<file path="config.mk">
export PLATFORM = sky130hd
export DESIGN_NAME = seven_segment_line_driver
export DESIGN_NICKNAME = d
export VERILOG_FILES = /design/src/rtl/ssld_pkg.sv /design/src/rtl/ssld_front.sv /design/src/rtl/ssld_fifo.sv /design/src/rtl/ssld_back.sv /design/src/rtl/seven_segment_line_driver.sv
export SDC_FILE = /design/constraint.sdc
export NUM_CORES = 1
export LEC_CHECK = 0
export ABC_CLOCK_PERIOD_IN_PS = 6700
export BUFFER_PORTS_ARGS = -buffer_cell sky130_fd_sc_hd__buf_2
export CAP_MARGIN = 30
export CORE_UTILIZATION = 30
export DETAILED_ROUTE_END_ITERATION = 10
export MAX_ROUTING_LAYER = met4
export PLACE_DENSITY_LB_ADDON = 0.2
export SETUP_SLACK_MARGIN = 0.15
export SYNTH_ARGS = -nofsm -noshare
export SYNTH_HDL_FRONTEND = slang
export SYNTH_MEMORY_MAX_BITS = 65536
export SYNTH_SLANG_ARGS = --single-unit
</file>
<file path="constraint.sdc">
create_clock -name i_clk -period 6.7 [get_ports i_clk]
set_clock_uncertainty 0.05 [all_clocks]
set_input_delay 0.67 -clock i_clk [delete_from_list [all_inputs] [get_ports i_clk]]
set_output_delay 0.67 -clock i_clk [all_outputs]
set_load 0.05 [all_outputs]
</file>
<file path="src/rtl/ssld_pkg.sv">
package ssld_pkg;

    localparam int MAX_DIGITS_DEF = 8;

    localparam logic [2:0] REQ_SIGN     = 3'd0;
    localparam logic [2:0] REQ_SIGN_DOT = 3'd1;
    localparam logic [2:0] REQ_SIGN_EXP = 3'd2;
    localparam logic [2:0] REQ_DIGIT    = 3'd3;
    localparam logic [2:0] REQ_CLEAR    = 3'd4;
    localparam logic [2:0] REQ_DOTS     = 3'd5;

    localparam logic [7:0] CHAR_ZERO = 8'h30;
    localparam logic [7:0] CHAR_AT   = 8'h40;
    localparam logic [7:0] CHAR_LF   = 8'd10;
    localparam logic [7:0] CHAR_SP   = 8'd32;

    typedef struct packed {
        logic [2:0] req_type;
        logic [7:0] sign_char;
        logic       dot_flag;
        logic [7:0] digit_value;
        logic [7:0] dot_mask;
    } t_in_item;

    typedef struct packed {
        logic serial_bit;
        logic latch_pulse;
        logic last;
    } t_out_item;

    typedef enum logic {
        CMD_PUSH,
        CMD_DOTS
    } t_cmd_op;

    typedef struct packed {
        t_cmd_op    op;
        logic [7:0] data;
        logic [2:0] reps;
    } t_cmd;

    function automatic logic [7:0] seg_table(input logic [6:0] idx);
        logic [7:0] v;
        case (idx)
            7'd0:  v = 8'hC8;  7'd1:  v = 8'h0A;  7'd2:  v = 8'h7F;  7'd3:  v = 8'h6E;
            7'd4:  v = 8'h99;  7'd5:  v = 8'h3F;  7'd6:  v = 8'h00;  7'd7:  v = 8'h16;
            7'd8:  v = 8'h4C;  7'd9:  v = 8'h2B;  7'd10: v = 8'h49;  7'd11: v = 8'h40;
            7'd12: v = 8'h01;  7'd13: v = 8'h80;  7'd14: v = 8'h19;  7'd15: v = 8'h7E;
            7'd16: v = 8'h48;  7'd17: v = 8'h3D;  7'd18: v = 8'h6D;  7'd19: v = 8'h4B;
            7'd20: v = 8'h67;  7'd21: v = 8'h77;  7'd22: v = 8'h4C;  7'd23: v = 8'h7F;
            7'd24: v = 8'h6F;  7'd25: v = 8'h81;  7'd26: v = 8'hC0;  7'd27: v = 8'h39;
            7'd28: v = 8'h21;  7'd29: v = 8'h63;  7'd30: v = 8'h9D;  7'd31: v = 8'h5D;
            7'd32: v = 8'h5F;  7'd33: v = 8'h73;  7'd34: v = 8'h31;  7'd35: v = 8'h79;
            7'd36: v = 8'h37;  7'd37: v = 8'h17;  7'd38: v = 8'h76;  7'd39: v = 8'h53;
            7'd40: v = 8'h12;  7'd41: v = 8'h78;  7'd42: v = 8'h3B;  7'd43: v = 8'h32;
            7'd44: v = 8'h5E;  7'd45: v = 8'h51;  7'd46: v = 8'h71;  7'd47: v = 8'h1F;
            7'd48: v = 8'h4F;  7'd49: v = 8'h57;  7'd50: v = 8'h66;  7'd51: v = 8'h4C;
            7'd52: v = 8'h70;  7'd53: v = 8'h2A;  7'd54: v = 8'h7A;  7'd55: v = 8'h5B;
            7'd56: v = 8'h6B;  7'd57: v = 8'h3C;  7'd58: v = 8'h36;  7'd59: v = 8'h43;
            7'd60: v = 8'h6C;  7'd61: v = 8'h0E;  7'd62: v = 8'h20;  7'd63: v = 8'h08;
            7'd64: v = 8'h27;  7'd65: v = 8'h5A;  7'd66: v = 8'h2D;  7'd67: v = 8'h75;
            default: v = 8'h0F;
        endcase
        return v;
    endfunction

    function automatic logic [7:0] seg_code(input logic [7:0] ch);
        logic [7:0] c;
        logic [7:0] inv;
        logic [7:0] v;
        c   = {1'b0, ch[6:0]};
        inv = {ch[7], 7'b0};
        if (c == CHAR_LF || c == CHAR_SP) begin
            v = 8'h00;
        end else if (c < 8'd33) begin
            v = 8'hFF ^ inv;
        end else begin
            if (c > 8'd96) begin
                if (c > 8'd122) begin
                    c = c + 8'd6;
                end
                c = c - 8'd32;
            end
            c = c - 8'd33;
            if (c > 8'd68) begin
                c = 8'd68;
            end
            v = seg_table(c[6:0]) ^ inv;
        end
        return v;
    endfunction

    function automatic logic [63:0] dots_overlay(input logic [63:0] line,
                                                 input logic [7:0] mask);
        logic [63:0] v;
        v = line;
        for (int i = 0; i < 8; i++) begin
            v[8 * i + 7] = mask[i];
        end
        return v;
    endfunction

endpackage

</file>
<file path="src/rtl/ssld_front.sv">
module ssld_front #(
    parameter int MAX_DIGITS = ssld_pkg::MAX_DIGITS_DEF
) (
    input  logic               i_clk,
    input  logic               i_rst_n,
    input  logic               i_in_valid,
    output logic               o_in_ready,
    input  ssld_pkg::t_in_item i_in_item,
    input  logic               i_cfg_we,
    input  logic [3:0]         i_cfg_data,
    output logic               o_cmd_valid,
    input  logic               i_cmd_ready,
    output ssld_pkg::t_cmd     o_cmd
);

    localparam logic [3:0] MaxLen = 4'(MAX_DIGITS);

    logic [3:0] r_line_length;
    logic [3:0] len_clamped;
    logic       is_cmd;

    always_ff @(posedge i_clk) begin
        if (!i_rst_n) begin
            r_line_length <= 4'd8;
        end else if (i_cfg_we) begin
            r_line_length <= i_cfg_data;
        end
    end

    always_comb begin
        if (r_line_length == 4'd0) begin
            len_clamped = 4'd1;
        end else if (r_line_length > MaxLen) begin
            len_clamped = MaxLen;
        end else begin
            len_clamped = r_line_length;
        end
    end

    always_comb begin
        is_cmd      = 1'b1;
        o_cmd.op    = ssld_pkg::CMD_PUSH;
        o_cmd.data  = 8'h00;
        o_cmd.reps  = 3'd0;
        unique case (i_in_item.req_type)
            ssld_pkg::REQ_SIGN: begin
                o_cmd.data = ssld_pkg::seg_code(i_in_item.sign_char);
            end
            ssld_pkg::REQ_SIGN_DOT: begin
                o_cmd.data = ssld_pkg::seg_code({i_in_item.dot_flag,
                                                 i_in_item.sign_char[6:0]});
            end
            ssld_pkg::REQ_SIGN_EXP: begin
                o_cmd.data = {i_in_item.dot_flag,
                              7'(ssld_pkg::seg_code(i_in_item.sign_char))};
            end
            ssld_pkg::REQ_DIGIT: begin
                if (i_in_item.digit_value >= 8'd10) begin
                    o_cmd.data = ssld_pkg::seg_code(ssld_pkg::CHAR_AT);
                end else begin
                    o_cmd.data = ssld_pkg::seg_code(ssld_pkg::CHAR_ZERO
                                                    + i_in_item.digit_value);
                end
            end
            ssld_pkg::REQ_CLEAR: begin
                o_cmd.reps = 3'(len_clamped - 4'd1);
            end
            ssld_pkg::REQ_DOTS: begin
                o_cmd.op   = ssld_pkg::CMD_DOTS;
                o_cmd.data = i_in_item.dot_mask;
            end
            default: begin
                is_cmd = 1'b0;
            end
        endcase
    end

    assign o_in_ready  = i_cmd_ready;
    assign o_cmd_valid = i_in_valid && is_cmd;

endmodule

</file>
<file path="src/rtl/ssld_fifo.sv">
module ssld_fifo (
    input  logic           i_clk,
    input  logic           i_rst_n,
    input  logic           i_wr_valid,
    output logic           o_wr_ready,
    input  ssld_pkg::t_cmd i_wr_cmd,
    output logic           o_rd_valid,
    input  logic           i_rd_ready,
    output ssld_pkg::t_cmd o_rd_cmd
);

    ssld_pkg::t_cmd r_mem [2];
    logic           r_wp;
    logic           r_rp;
    logic [1:0]     r_cnt;
    logic           wr_en;
    logic           rd_en;

    assign o_wr_ready = (r_cnt != 2'd2);
    assign o_rd_valid = (r_cnt != 2'd0);
    assign o_rd_cmd   = r_mem[r_rp];
    assign wr_en      = i_wr_valid && o_wr_ready;
    assign rd_en      = o_rd_valid && i_rd_ready;

    always_ff @(posedge i_clk) begin
        if (!i_rst_n) begin
            r_wp  <= 1'b0;
            r_rp  <= 1'b0;
            r_cnt <= 2'd0;
        end else begin
            if (wr_en) begin
                r_wp <= ~r_wp;
            end
            if (rd_en) begin
                r_rp <= ~r_rp;
            end
            r_cnt <= r_cnt + 2'(wr_en) - 2'(rd_en);
        end
    end

    always_ff @(posedge i_clk) begin
        if (wr_en) begin
            r_mem[r_wp] <= i_wr_cmd;
        end
    end

endmodule

</file>
<file path="src/rtl/ssld_back.sv">
module ssld_back (
    input  logic                i_clk,
    input  logic                i_rst_n,
    input  logic                i_cmd_valid,
    output logic                o_cmd_ready,
    input  ssld_pkg::t_cmd      i_cmd,
    output logic                o_out_valid,
    input  logic                i_out_ready,
    output ssld_pkg::t_out_item o_out_item
);

    logic [63:0]         r_shadow, n_shadow;
    logic [63:0]         r_sh, n_sh;
    logic [7:0]          r_data, n_data;
    logic [2:0]          r_bytes, n_bytes;
    logic [6:0]          r_cnt, n_cnt;
    logic                r_out_valid, n_out_valid;
    ssld_pkg::t_out_item r_out, n_out;
    logic                can_load;
    logic                fin;
    logic [63:0]         dots_line;

    assign can_load    = !r_out_valid || i_out_ready;
    assign o_cmd_ready = can_load && (r_cnt == 7'd0);
    assign dots_line   = ssld_pkg::dots_overlay(r_shadow, i_cmd.data);
    assign fin         = (r_cnt == 7'd1) && (r_bytes == 3'd0);

    always_comb begin
        n_shadow    = r_shadow;
        n_sh        = r_sh;
        n_data      = r_data;
        n_bytes     = r_bytes;
        n_cnt       = r_cnt;
        n_out_valid = r_out_valid;
        n_out       = r_out;
        if (can_load) begin
            n_out_valid = 1'b0;
            if (r_cnt != 7'd0) begin
                n_out_valid       = 1'b1;
                n_out.serial_bit  = r_sh[63];
                n_out.latch_pulse = fin;
                n_out.last        = fin;
                n_sh              = {r_sh[62:0], 1'b0};
                n_cnt             = r_cnt - 7'd1;
                if (r_cnt == 7'd1 && r_bytes != 3'd0) begin
                    n_shadow = {r_shadow[55:0], r_data};
                    n_sh     = {r_data, 56'b0};
                    n_cnt    = 7'd8;
                    n_bytes  = r_bytes - 3'd1;
                end
            end else if (i_cmd_valid) begin
                if (i_cmd.op == ssld_pkg::CMD_PUSH) begin
                    n_shadow = {r_shadow[55:0], i_cmd.data};
                    n_sh     = {i_cmd.data, 56'b0};
                    n_cnt    = 7'd8;
                    n_bytes  = i_cmd.reps;
                    n_data   = i_cmd.data;
                end else begin
                    n_shadow = dots_line;
                    n_sh     = dots_line;
                    n_cnt    = 7'd64;
                    n_bytes  = 3'd0;
                end
            end
        end
    end

    always_ff @(posedge i_clk) begin
        if (!i_rst_n) begin
            r_shadow    <= 64'd0;
            r_bytes     <= 3'd0;
            r_cnt       <= 7'd0;
            r_out_valid <= 1'b0;
        end else begin
            r_shadow    <= n_shadow;
            r_bytes     <= n_bytes;
            r_cnt       <= n_cnt;
            r_out_valid <= n_out_valid;
        end
    end

    always_ff @(posedge i_clk) begin
        r_sh   <= n_sh;
        r_data <= n_data;
        r_out  <= n_out;
    end

    assign o_out_valid = r_out_valid;
    assign o_out_item  = r_out;

`ifndef NO_ASSERTIONS
    a_cnt_range: assert property (@(posedge i_clk) disable iff (!i_rst_n)
        r_cnt <= 7'd64)
        else $error("bit counter out of range");

    a_bytes_in_run: assert property (@(posedge i_clk) disable iff (!i_rst_n)
        r_bytes != 3'd0 |-> r_cnt != 7'd0)
        else $error("bytes pending outside a run");

    a_pop_idle: assert property (@(posedge i_clk) disable iff (!i_rst_n)
        (i_cmd_valid && o_cmd_ready) |=> r_cnt != 7'd0)
        else $error("command taken without starting a run");

    a_last_ends_run: assert property (@(posedge i_clk) disable iff (!i_rst_n)
        (can_load && r_cnt != 7'd0 && fin) |=> (r_cnt == 7'd0 && r_out.last))
        else $error("final bit did not close the run");
`endif

endmodule

</file>
<file path="src/rtl/seven_segment_line_driver.sv">
// Channel   Handshake                  Payload
// in        i_in_valid / o_in_ready    i_in_item  (ssld_pkg::t_in_item)
// out       o_out_valid / i_out_ready  o_out_item (ssld_pkg::t_out_item)
// config    i_cfg_we                   i_cfg_data (line_length)
//
// A character, digit or dot request starts a run in the serializer, then shifts its
// eight bits. Clear shifts eight bits per digit of the clamped line_length, and dots
// the whole 64-bit line, all through the one-bit-per-cycle serializer unless stalled.
// A two-entry command queue lets new requests be accepted while a run is shifting.
// Reset clears the shadow line and sets line_length to 8.
// A stalled output holds its bit and pauses the serializer.
module seven_segment_line_driver #(
    parameter int MAX_DIGITS = ssld_pkg::MAX_DIGITS_DEF
) (
    input  logic                i_clk,
    input  logic                i_rst_n,
    input  logic                i_in_valid,
    output logic                o_in_ready,
    input  ssld_pkg::t_in_item  i_in_item,
    output logic                o_out_valid,
    input  logic                i_out_ready,
    output ssld_pkg::t_out_item o_out_item,
    input  logic                i_cfg_we,
    input  logic [3:0]          i_cfg_data
);

    logic           fq_valid;
    logic           fq_ready;
    ssld_pkg::t_cmd fq_cmd;
    logic           qb_valid;
    logic           qb_ready;
    ssld_pkg::t_cmd qb_cmd;

    ssld_front #(
        .MAX_DIGITS (MAX_DIGITS)
    ) u_front (
        .i_clk       (i_clk),
        .i_rst_n     (i_rst_n),
        .i_in_valid  (i_in_valid),
        .o_in_ready  (o_in_ready),
        .i_in_item   (i_in_item),
        .i_cfg_we    (i_cfg_we),
        .i_cfg_data  (i_cfg_data),
        .o_cmd_valid (fq_valid),
        .i_cmd_ready (fq_ready),
        .o_cmd       (fq_cmd)
    );

    ssld_fifo u_fifo (
        .i_clk      (i_clk),
        .i_rst_n    (i_rst_n),
        .i_wr_valid (fq_valid),
        .o_wr_ready (fq_ready),
        .i_wr_cmd   (fq_cmd),
        .o_rd_valid (qb_valid),
        .i_rd_ready (qb_ready),
        .o_rd_cmd   (qb_cmd)
    );

    ssld_back u_back (
        .i_clk       (i_clk),
        .i_rst_n     (i_rst_n),
        .i_cmd_valid (qb_valid),
        .o_cmd_ready (qb_ready),
        .i_cmd       (qb_cmd),
        .o_out_valid (o_out_valid),
        .i_out_ready (i_out_ready),
        .o_out_item  (o_out_item)
    );

endmodule

</file>
; ---- Word-level counts from Yosys, hierarchy flattened
; Memories as Yosys holds them, arrays and structs flattened. A register that Yosys moved wholly into a read port is not among the register bits.
; Cells that the tools add are included.
[totals]
word_cells = 190
output_inout_bits = 5
mem_bits_ro = 4096
ff_bits = 155
n_memories = 5
ram_bits = 24
[classes]
n_lt_le_gt_ge = 12
bitwise_logic = 11
n_eq_ne = 13
addsub = 16
n_reduce_logical = 24
n_mux = 96
[memory_table]
columns = memory, depth, width, read_ports, rd_ports_with_merged_regs, wr, line_no
row1 = (name not given), 128, 8, 1, 0, 0, ssld_pkg.sv:44  ; case (idx)
row2 = (name not given), 128, 8, 1, 0, 0, ssld_pkg.sv:44
row3 = (name not given), 128, 8, 1, 0, 0, ssld_pkg.sv:44
row4 = (name not given), 128, 8, 1, 0, 0, ssld_pkg.sv:44
row5 = u_fifo.r_mem, 2, 12, 1, 1, 1, ssld_fifo.sv:12  ; ssld_pkg::t_cmd r_mem [2];
[ops]
columns = cell, count
row1 = $mux 8, 47
row2 = $mux 63, 5
row3 = $mux 64, 3
row4 = $mux 7, 26
row5 = $sub 8x6->8 const B, 8
row6 = $pmux 8 s5, 1
row7 = $gt 8x7->1 const B, 4
row8 = $gt 7x7->1 const B, 4
row9 = $not 8->8, 3
row10 = $xor 8x8->8, 3
row11 = $mux 3, 7
row12 = $add 7x3->8 const B, 2
row13 = $eq 7x4->1 const B, 2
row14 = $eq 7x6->1 const B, 2
row15 = $lt 7x6->1 const B, 2
row16 = $add 6x8->8 const A, 1
row17 = $ge 8x4->1 const B, 1
row18 = $reduce_and 4->1, 2
row19 = $eq 7x1->1 const B, 1
row20 = $logic_not 7->1, 1
row21 = $mux 1, 7
row22 = $reduce_bool 7->1, 1
row23 = $sub 7x1->7 const B, 1
row24 = $xor 7x1->7 const B, 1
row25 = 19 further kinds, 37

; ---- Logic depth before layout (Yosys ltp)
; Gate-level depths: netlist (run 1).
; An unclocked memory read counts as a cell.
[logic_depth]
word_depth = 31
ltp_mapped = 24

; ---- Hierarchy
; From an unflattened synthesis (run 1), not the netlist that was laid out.
[unflattened]
cells_unflattened = 1187
area_unflattened_um2 = 10829.1
[modules_own_cells]
columns = mod, seq_area_each_um2, cells_per_inst, n_inst, area_per_inst_um2
row1 = ssld_back, 3563.4, 510, 1, 5726.7
row2 = ssld_front, 80.1, 616, 1, 4003.8
row3 = ssld_fifo, 820.8, 61, 1, 1098.6

; ---- Least setup slack after synthesis (run 1)
; OpenSTA, ideal clock, no wires.
[synth_path]
path_kind = input -> register
from = in i_in_item[18] (netlist bit)
to = mem u_fifo.r_mem[0][7] (netlist bit), data pin
path_stages = 21
slack_ns = 1.046
path_buffers = 3
arrival_time_ns = 5.326
path_cell_list = clkbuf_1 > inv_1 > ha_1 > and4b_1 > nand3_1 > xnor2_1 > ha_1 > clkbuf_1 > nand2_1 > o21ai_1 > nand3_1 > o41ai_2 > nand2b_1 > ha_1 > clkbuf_1 > nand2_1 > a21boi_0 > o221ai_1 > mux2_2 > nor3_1 > o211ai_1
[synth_lines]
columns = element, line_no
row1 = start: declaration, seven_segment_line_driver.sv:19  ; input ssld_pkg::t_in_item i_in_item,
row2 = end: declaration, ssld_fifo.sv:12

==> out/metrics.cfg, run 1 <==
[status]
status = complete, no violations

[detailed_routing]
drc = 0
wl_per_cell_um = 17.51
wl_um = 28670
ant_nets = 0
post_drt_via_cell_ratio = 5.415
firstDrtPassIters = 5
via_count = 8865
first_iter_violations = 700

[power]
power_frac_comb = 0.391
p_switching_mw = 1.683
power_mw = 4.295
p_int_mw = 2.611
sequentialPowerShare = 0.392
peakVddDrop_mv = 0.2900
power.share.switching = 0.3919
p_per_area_nw_per_um2 = 367.3
p_clk_frac = 0.217
p_leak_nw = 4.297

[critical_path]
crit_top_cell = ha_1
crit_start = i_in_item[18]
max_stage_delay_ns = 0.62
timing.critical_path.max_delay_family = simple AND/OR/NAND/NOR gates
crit_chain = buf_2, inv_1, ha_1, and4b_1, nand3_1, xnor2_1, ha_1, nand2_1, o21ai_1, nand3_1, o41ai_2, nand2b_1, ha_1, nand2_1, a21boi_0, o221ai_1, mux2_2, nor3_1, o211ai_1
arrival_ns = 5.99
reg2reg_slack_ns = 3.08
crit_buf_inv = 2
crit_type = input port to register
worstPathMaxFanout = 12
crit_path_end_kind = register
reg2reg_depth = 7
critPathLaunchType = input port
r2r_end = u_back.r_shadow[3]$_SDFFE_PN0P_
critical-path-slowest-cell = o41ai_2
required_ns = 6.80
worst-path-stages = 19
critPathCapture = u_fifo.r_mem[0][7]$_DFFE_PP_

[sta]
fmax_ghz = 0.1696
worst_slew_pin_slew_ns = 0.9979
timing.slew.headroom = 0.3331
rsz0062_at_grt = no
setup_ws_ns = 0.8044
finalHoldViolations = 0
setup_tns_ns = 0
fin_crit_sh = 0.8799
fin_crit_ns = 5.896
drv_slew = 0
setup_viol = 0

[finish]
syn_to_final_growth_pct = 11.17
fillCellCount = 3613
stdcell_area_sq_um = 11690
diodes = 0
final_common_cell = nand2_1
fin_nets = 1243
final_util = 0.3385
drive_gt1_frac = 0.1049
most-common-layout-cells = nand2_1 (199), edfxtp_1 (98), nor2_1 (77), dfxtp_1 (76), a21oi_1 (58)

[synthesis]
synth_top_area_frac = 0.2798
synth-seq-cells = 174
ys.flop_type = edfxtp_1
synthArstFlopShare = 0
syn_nets = 1245
synth_edf_count = 98
netlist_area_sq_um = 10520
yosys_warnings = 0
yosysTopAreaCell = edfxtp_1
synthCells = 1171
ys_seq_area_frac = 0.4244
syn_area_per_cell_sq_um = 8.983
yosysUniqueCellTypes = 93
synth_area_leaders = edfxtp_1 (28%), dfxtp_1 (14%), nand2_1 (7.1%), ha_1 (4.4%), a22o_1 (4.1%)

[global_route]
antenna_found_initial = 0
grt_util_all_layers = 0.1675
grt_first_pass_wirelength_um = 46730
grt_pass1_vias = 8428
grt_max_degree = 77
grt_remaining_overflow = 0

[floorplanning]
die_x_um = 189.3
fp.dieArea_sq_um = 35820
row_count = 68
die_y_um = 189.3
ios = 42
initial_core_util = 0.3045
core_area_sq_um = 34540

[placement]
dp_slack_ns = 0.4801
placed_area_sq_um = 11140
dp_hpwl_um = 19270
gp_congestion = 0.9587
port_buffers = 41

[cts]
ctsResizeCount = 0
clockRootBuffer = clkbuf_16
cts_hold_buf = 0
cts_tree = yes
clk_latency_ns = 0.43
cts_made_buffers = 17
cts_setup_buffers = 0
clockBufferDepth = 2
clk_pin_slew_ns = 0.06
cts.sinks = 174
ctsHtreeMaxLevel = 4

[worst_hold_path]
hold_class = register to register

[job]
drv_cap = 0

## cell usage after synthesis, types with 5 or more instances
| library cell | count |
|---|---|
| o211ai_1 | 9 |
| a21boi_0 | 55 |
| a211oi_1 | 18 |
| dfxtp_1 | 76 |
| or3_1 | 8 |
| nand4_1 | 5 |
| xnor2_1 | 14 |
| o22ai_1 | 9 |
| clkbuf_1 | 65 |
| o21ai_1 | 5 |
| xor2_1 | 5 |
| and2_1 | 19 |
| mux2_2 | 7 |
| nor2b_1 | 14 |
| nor3_1 | 13 |
| buf_2 | 11 |
| nand3_1 | 34 |
| a31oi_1 | 17 |
| buf_1 | 5 |
| o31ai_1 | 9 |
| a221oi_1 | 7 |
| nor4_1 | 12 |
| ha_1 | 37 |
| a2111oi_0 | 6 |
| a21oi_1 | 58 |
| o21ai_0 | 53 |
| mux2i_1 | 24 |
| inv_1 | 37 |
| nand2_1 | 199 |
| a22o_1 | 49 |
| nor2_1 | 79 |
| o211a_1 | 8 |
| edfxtp_1 | 98 |
| nand2b_1 | 11 |
## metal layers
| metal | track usage | vias up | share of wire | wire length (um) |
|---|---|---|---|---|
| met5 | - | - | 0 | 0 |
| met4 | 0.06017 | 0 | 0.029 | 827 |
| met3 | 0.02521 | 72 | 0.046 | 1328 |
| met2 | 0.2465 | 281 | 0.44 | 12560 |
| met1 | 0.2317 | 4215 | 0.49 | 13960 |
| li1 | - | 4297 | - | - |
## flip-flops by register name (all words and copies together) (netlist names), named ones only
name / flops
u_fifo.r_wp: 1
u_back.r_bytes: 3
u_fifo.r_rp: 1
u_front.r_line_length: 4
u_back.o_out_item: 2
u_fifo.r_mem: 24
u_back.r_cnt: 7
u_fifo.r_cnt: 2
u_back.o_out_valid: 1
u_back.r_shadow: 56
u_back.r_data: 8
u_back.r_sh: 64
## cell families (layout without fill, tap and decap cells)
family	Yosys count	in the layout	share of synthesized area
compound gates	362	362	0.2496
xor+xnor	20	20	0.01737
fa+ha+maj	37	37	0.04401
buf+inv	123	134	0.04770
flops	174	174	0.4244
mux	32	32	0.03140
simple gates	423	423	0.1856
## through the flow
step / std cells / hold WS (ns)
final: 1637 / 0.3731
after global routing: 1637 / 0.3934
after CTS: 1637 / 0.3747
after detailed placement: 1605 / 0.3598
after global placement: 1603 / 0.3557
after floorplan: 1171 / 0.3503
## worst min-delay path by stage
stage                                          end  slack, ns                      start  depth (start not counted)
floorplan           u_back.o_out_item[2]$_DFFE_PP_       0.35  u_back.r_sh[63]$_DFFE_PP_                          0
global placement    u_back.o_out_item[2]$_DFFE_PP_       0.36  u_back.r_sh[63]$_DFFE_PP_                          0
detailed placement  u_back.o_out_item[2]$_DFFE_PP_       0.36  u_back.r_sh[63]$_DFFE_PP_                          0
CTS                 u_back.o_out_item[2]$_DFFE_PP_       0.37  u_back.r_sh[63]$_DFFE_PP_                          0
global route        u_back.o_out_item[2]$_DFFE_PP_       0.39  u_back.r_sh[63]$_DFFE_PP_                          0
finish              u_back.o_out_item[2]$_DFFE_PP_       0.37  u_back.r_sh[63]$_DFFE_PP_                          0
## power groups by stage
stage,clock network (mW),logic (mW),registers (mW)
after floorplan,0,1.18,1.70
after global placement,0,1.68,1.70
after detailed placement,0,1.69,1.70
after CTS,0.957,1.69,1.69
after global routing,0.997,1.87,1.71
final,0.931,1.68,1.68
## layout make-up
| class | instances | area [sq um] | share of cell area |
|---|---|---|---|
| Multi-Input combinational cell | 874 | 5578 | 0.4770 |
| Timing Repair Buffer | 64 | 390.4 | 0.03338 |
| Clock inverter | 12 | 112.6 | 0.009630 |
| Sequential cell | 174 | 4464 | 0.3818 |
| Tap cell | 455 | 569.3 | 0.04868 |
| Inverter | 38 | 142.6 | 0.01220 |
| Clock buffer | 20 | 436.7 | 0.03734 |
(Power assumes the default switching activity.)
==> run 2: changes to the inputs <==
MAX_ROUTING_LAYER = unset   (was met4)
SYNTH_HIERARCHICAL = 1   (was unset)
TNS_END_PERCENT = 100   (was unset)
==> out/metrics.cfg, run 2 <==
[finish]
largest_reg_flops = 64  ; unchanged
final_cells = 1659  ; +1.3%
diodes = 0  ; unchanged
final_util = 0.3375  ; -0.001006
syn_to_final_growth_pct = 10.86
largestRegisters = u_back/r_sh x64, u_back/r_shadow x56, u_fifo/r_mem x24
regMostFlops = u_back/r_sh
final_common_cell = nand2_1
drive_gt1_frac = 0.1219  ; +0.01696
stdcell_area_sq_um = 12010  ; +2.7%
fin_nets = 1258  ; +1.2%
most-common-layout-cells = nand2_1 (169), a21oi_1 (102), edfxtp_1 (98), dfxtp_1 (76), nor2_1 (74)

[cts]
cts_made_buffers = 17  ; unchanged
clk_latency_ns = 0.43  ; about the same
cts_hold_buf = 0  ; unchanged
cts_setup_buffers = 0  ; unchanged
clk_pin_slew_ns = 0.06  ; about the same
ctsHtreeMaxLevel = 4  ; unchanged
clockRootBuffer = clkbuf_16
clockBufferDepth = 2  ; unchanged
cts_tree = yes
ctsResizeCount = 0  ; unchanged
cts.sinks = 174  ; unchanged

[floorplanning]
core_area_sq_um = 35570  ; +3.0%
row_count = 69  ; +1.5%
die_y_um = 192.0  ; +1.4%
die_x_um = 192.0  ; +1.4%
ios = 42  ; unchanged
initial_core_util = 0.3045  ; about the same
fp.dieArea_sq_um = 36860  ; +2.9%

[critical_path]
worstPathMaxFanout = 12  ; unchanged
crit_path_end_kind = register
r2r_end = u_fifo/r_cnt[1]$_SDFF_PN0_
crit_chain = buf_2, inv_1, ha_1, nand4b_1, nor3_1, xnor2_1, ha_1, or3b_2, a22oi_1, a22oi_1, o311ai_1, nand3_2, or2_2, ha_1, mux2i_1, o22ai_1, a221oi_1, a31oi_1, a211oi_1, o311ai_1
timing.critical_path.max_delay_family = simple AND/OR/NAND/NOR gates
crit_start = i_in_item[18]
max_stage_delay_ns = 0.50  ; -0.12 ns
required_ns = 6.80  ; about the same
arrival_ns = 6.02  ; +0.03 ns
r2r-start = u_back/r_cnt[0]$_SDFFE_PN0P_
critPathCapture = u_fifo/r_mem[0][7]$_DFFE_PP_
critical-path-slowest-cell = nor3_1
crit_top_cell = ha_1
critPathLaunchType = input port
crit_type = input port to register
reg2reg_slack_ns = 3.87  ; +0.79 ns
crit_buf_inv = 2  ; unchanged
worst-path-stages = 20  ; +1
reg2reg_depth = 12  ; +5

[sta]
fmax_ghz = 0.1690  ; -0.36%
setup_ws_ns = 0.7833  ; -0.02113 ns
setup_tns_ns = 0  ; unchanged
fin_crit_sh = 0.8831  ; +0.003153
timing.slew.headroom = 0.3303  ; -0.002857
finalHoldViolations = 0  ; unchanged
setup_viol = 0  ; unchanged
drv_slew = 0  ; unchanged
rsz0062_at_grt = no
whs_ns = 0.4086  ; +0.03553 ns
fin_crit_ns = 5.917  ; +0.02113 ns
worst_slew_pin_slew_ns = 0.9793  ; -0.01867 ns

[synthesis]
synth_top_area_frac = 0.2718  ; -0.008016
ys_seq_area_frac = 0.4122  ; -0.01216
syn_area_per_cell_sq_um = 9.123  ; +1.6%
synthArstFlopShare = 0  ; unchanged
synth-seq-cells = 174  ; unchanged
synth_edf_count = 98  ; unchanged
yosysUniqueCellTypes = 96  ; +3.2%
yosysMostFrequentCell = nand2_1
netlist_top_cells_count = nand2_1 (169), a21oi_1 (102), edfxtp_1 (98), dfxtp_1 (76), nor2_1 (74)
yosysTopAreaCell = edfxtp_1
netlist_area_sq_um = 10830  ; +2.9%
ys.flop_type = edfxtp_1
yosys_warnings = 6  ; +6
syn_nets = 1260  ; +1.2%
synth_area_leaders = edfxtp_1 (27%), dfxtp_1 (14%), nand2_1 (5.9%), a21oi_1 (4.7%), a22o_1 (4.6%)
synthCells = 1187  ; +1.4%

[power]
peakVddDrop_mv = 0.1878  ; -35%
p_leak_nw = 4.303  ; +0.14%
sequentialPowerShare = 0.398  ; +0.006
p_int_mw = 2.716  ; +4.0%
p_clk_frac = 0.226  ; +0.009
power_frac_comb = 0.376  ; -0.015
p_switching_mw = 1.590  ; -5.6%
power.share.switching = 0.3692  ; -0.02270
p_per_area_nw_per_um2 = 358.6  ; -2.3%
power_mw = 4.305  ; +0.25%

[detailed_routing]
wl_um = 31260  ; +9.0%
via_count = 9318  ; +5.1%
ant_nets = 0  ; unchanged
firstDrtPassIters = 5  ; unchanged
first_iter_violations = 725  ; +3.6%
drc = 0  ; unchanged
wl_per_cell_um = 18.84  ; +7.6%
post_drt_via_cell_ratio = 5.617  ; +3.7%

[placement]
port_buffers = 41  ; unchanged
dpl.cell_count = 1627  ; +1.4%
dp_hpwl_um = 21220  ; +10%
placed_area_sq_um = 11420  ; +2.5%
gp_congestion = 0.8981  ; -6.3%
dp_slack_ns = 0.4408  ; -0.03929 ns

[global_route]
grt_max_degree = 61  ; -21%
grt_pass1_vias = 8867  ; +5.2%
grt_remaining_overflow = 0  ; unchanged
grt_util_all_layers = 0.1687  ; +0.001205
antenna_found_initial = 0  ; unchanged
grt_first_pass_wirelength_um = 49100  ; +5.1%

[status]
status = complete, no violations

[job]
drv_cap = 0  ; unchanged

[worst_hold_path]
hold_class = register to register

run 2: layout make-up:
type	instances	area, sq um
inverter	33	123.9
sequential	174	4464
clock buffer	21	483.0
tap	461	576.8
clock inverter	11	103.9
multi-input combinational	895	5872
timing repair buffer	64	381.6
fill	3724	23560
run 2: worst min path at each step:
stage                                         start                               endpoint  slack, ns  cells after the start
final                     u_back/r_sh[63]$_DFFE_PP_         u_back/o_out_item[2]$_DFFE_PP_       0.41                      0
after global routing      u_back/r_sh[63]$_DFFE_PP_         u_back/o_out_item[2]$_DFFE_PP_       0.42                      0
after CTS                             i_cfg_data[3]  u_front/r_line_length[3]$_SDFFE_PN1P_       0.40                      3
after detailed placement  u_back/r_sh[63]$_DFFE_PP_         u_back/o_out_item[2]$_DFFE_PP_       0.40                      0
after global placement    u_back/r_sh[63]$_DFFE_PP_         u_back/o_out_item[2]$_DFFE_PP_       0.39                      0
after floorplan           u_back/r_sh[63]$_DFFE_PP_         u_back/o_out_item[2]$_DFFE_PP_       0.35                      0
run 2: power groups by stage:
| stage | combinational (mW) | sequential [mW] | clock [mW] |
|---|---|---|---|
| floorplan | 1.20 | 1.74 | 0 |
| global placement | 1.62 | 1.73 | 0 |
| detailed placement | 1.62 | 1.73 | 0 |
| CTS | 1.63 | 1.72 | 0.998 |
| global route | 1.77 | 1.74 | 1.05 |
| finish | 1.62 | 1.71 | 0.972 |
run 2: worst reg2reg max path: cells and delay by family (launching register included):
kind	cells	cell delay (ns)
simple gates	4	1.07
fa+ha+maj	3	0.73
xor+xnor	2	0.20
compound gates	1	0.18
buf+inv	2	0.17
flops	1	0.32
run 2: kinds of logic (layout without fill, tap and decap cells):
| family | after synthesis | count (layout) | synth area share |
|---|---|---|---|
| simple gates | 422 | 422 | 0.1917 |
| flops | 174 | 174 | 0.4122 |
| compound gates | 371 | 371 | 0.2422 |
| fa+ha+maj | 36 | 36 | 0.04159 |
| xor+xnor | 22 | 22 | 0.01779 |
| buf+inv | 118 | 129 | 0.04980 |
| mux | 44 | 44 | 0.04471 |
run 2: layer usage:
layer  track usage  vias to the layer above  share of wire
met5             0                        -              0
met2        0.2713                      299           0.47
li1              -                     4429              -
met4       0.05936                        0          0.026
met1        0.2297                     4529           0.46
met3       0.02375                       61          0.044
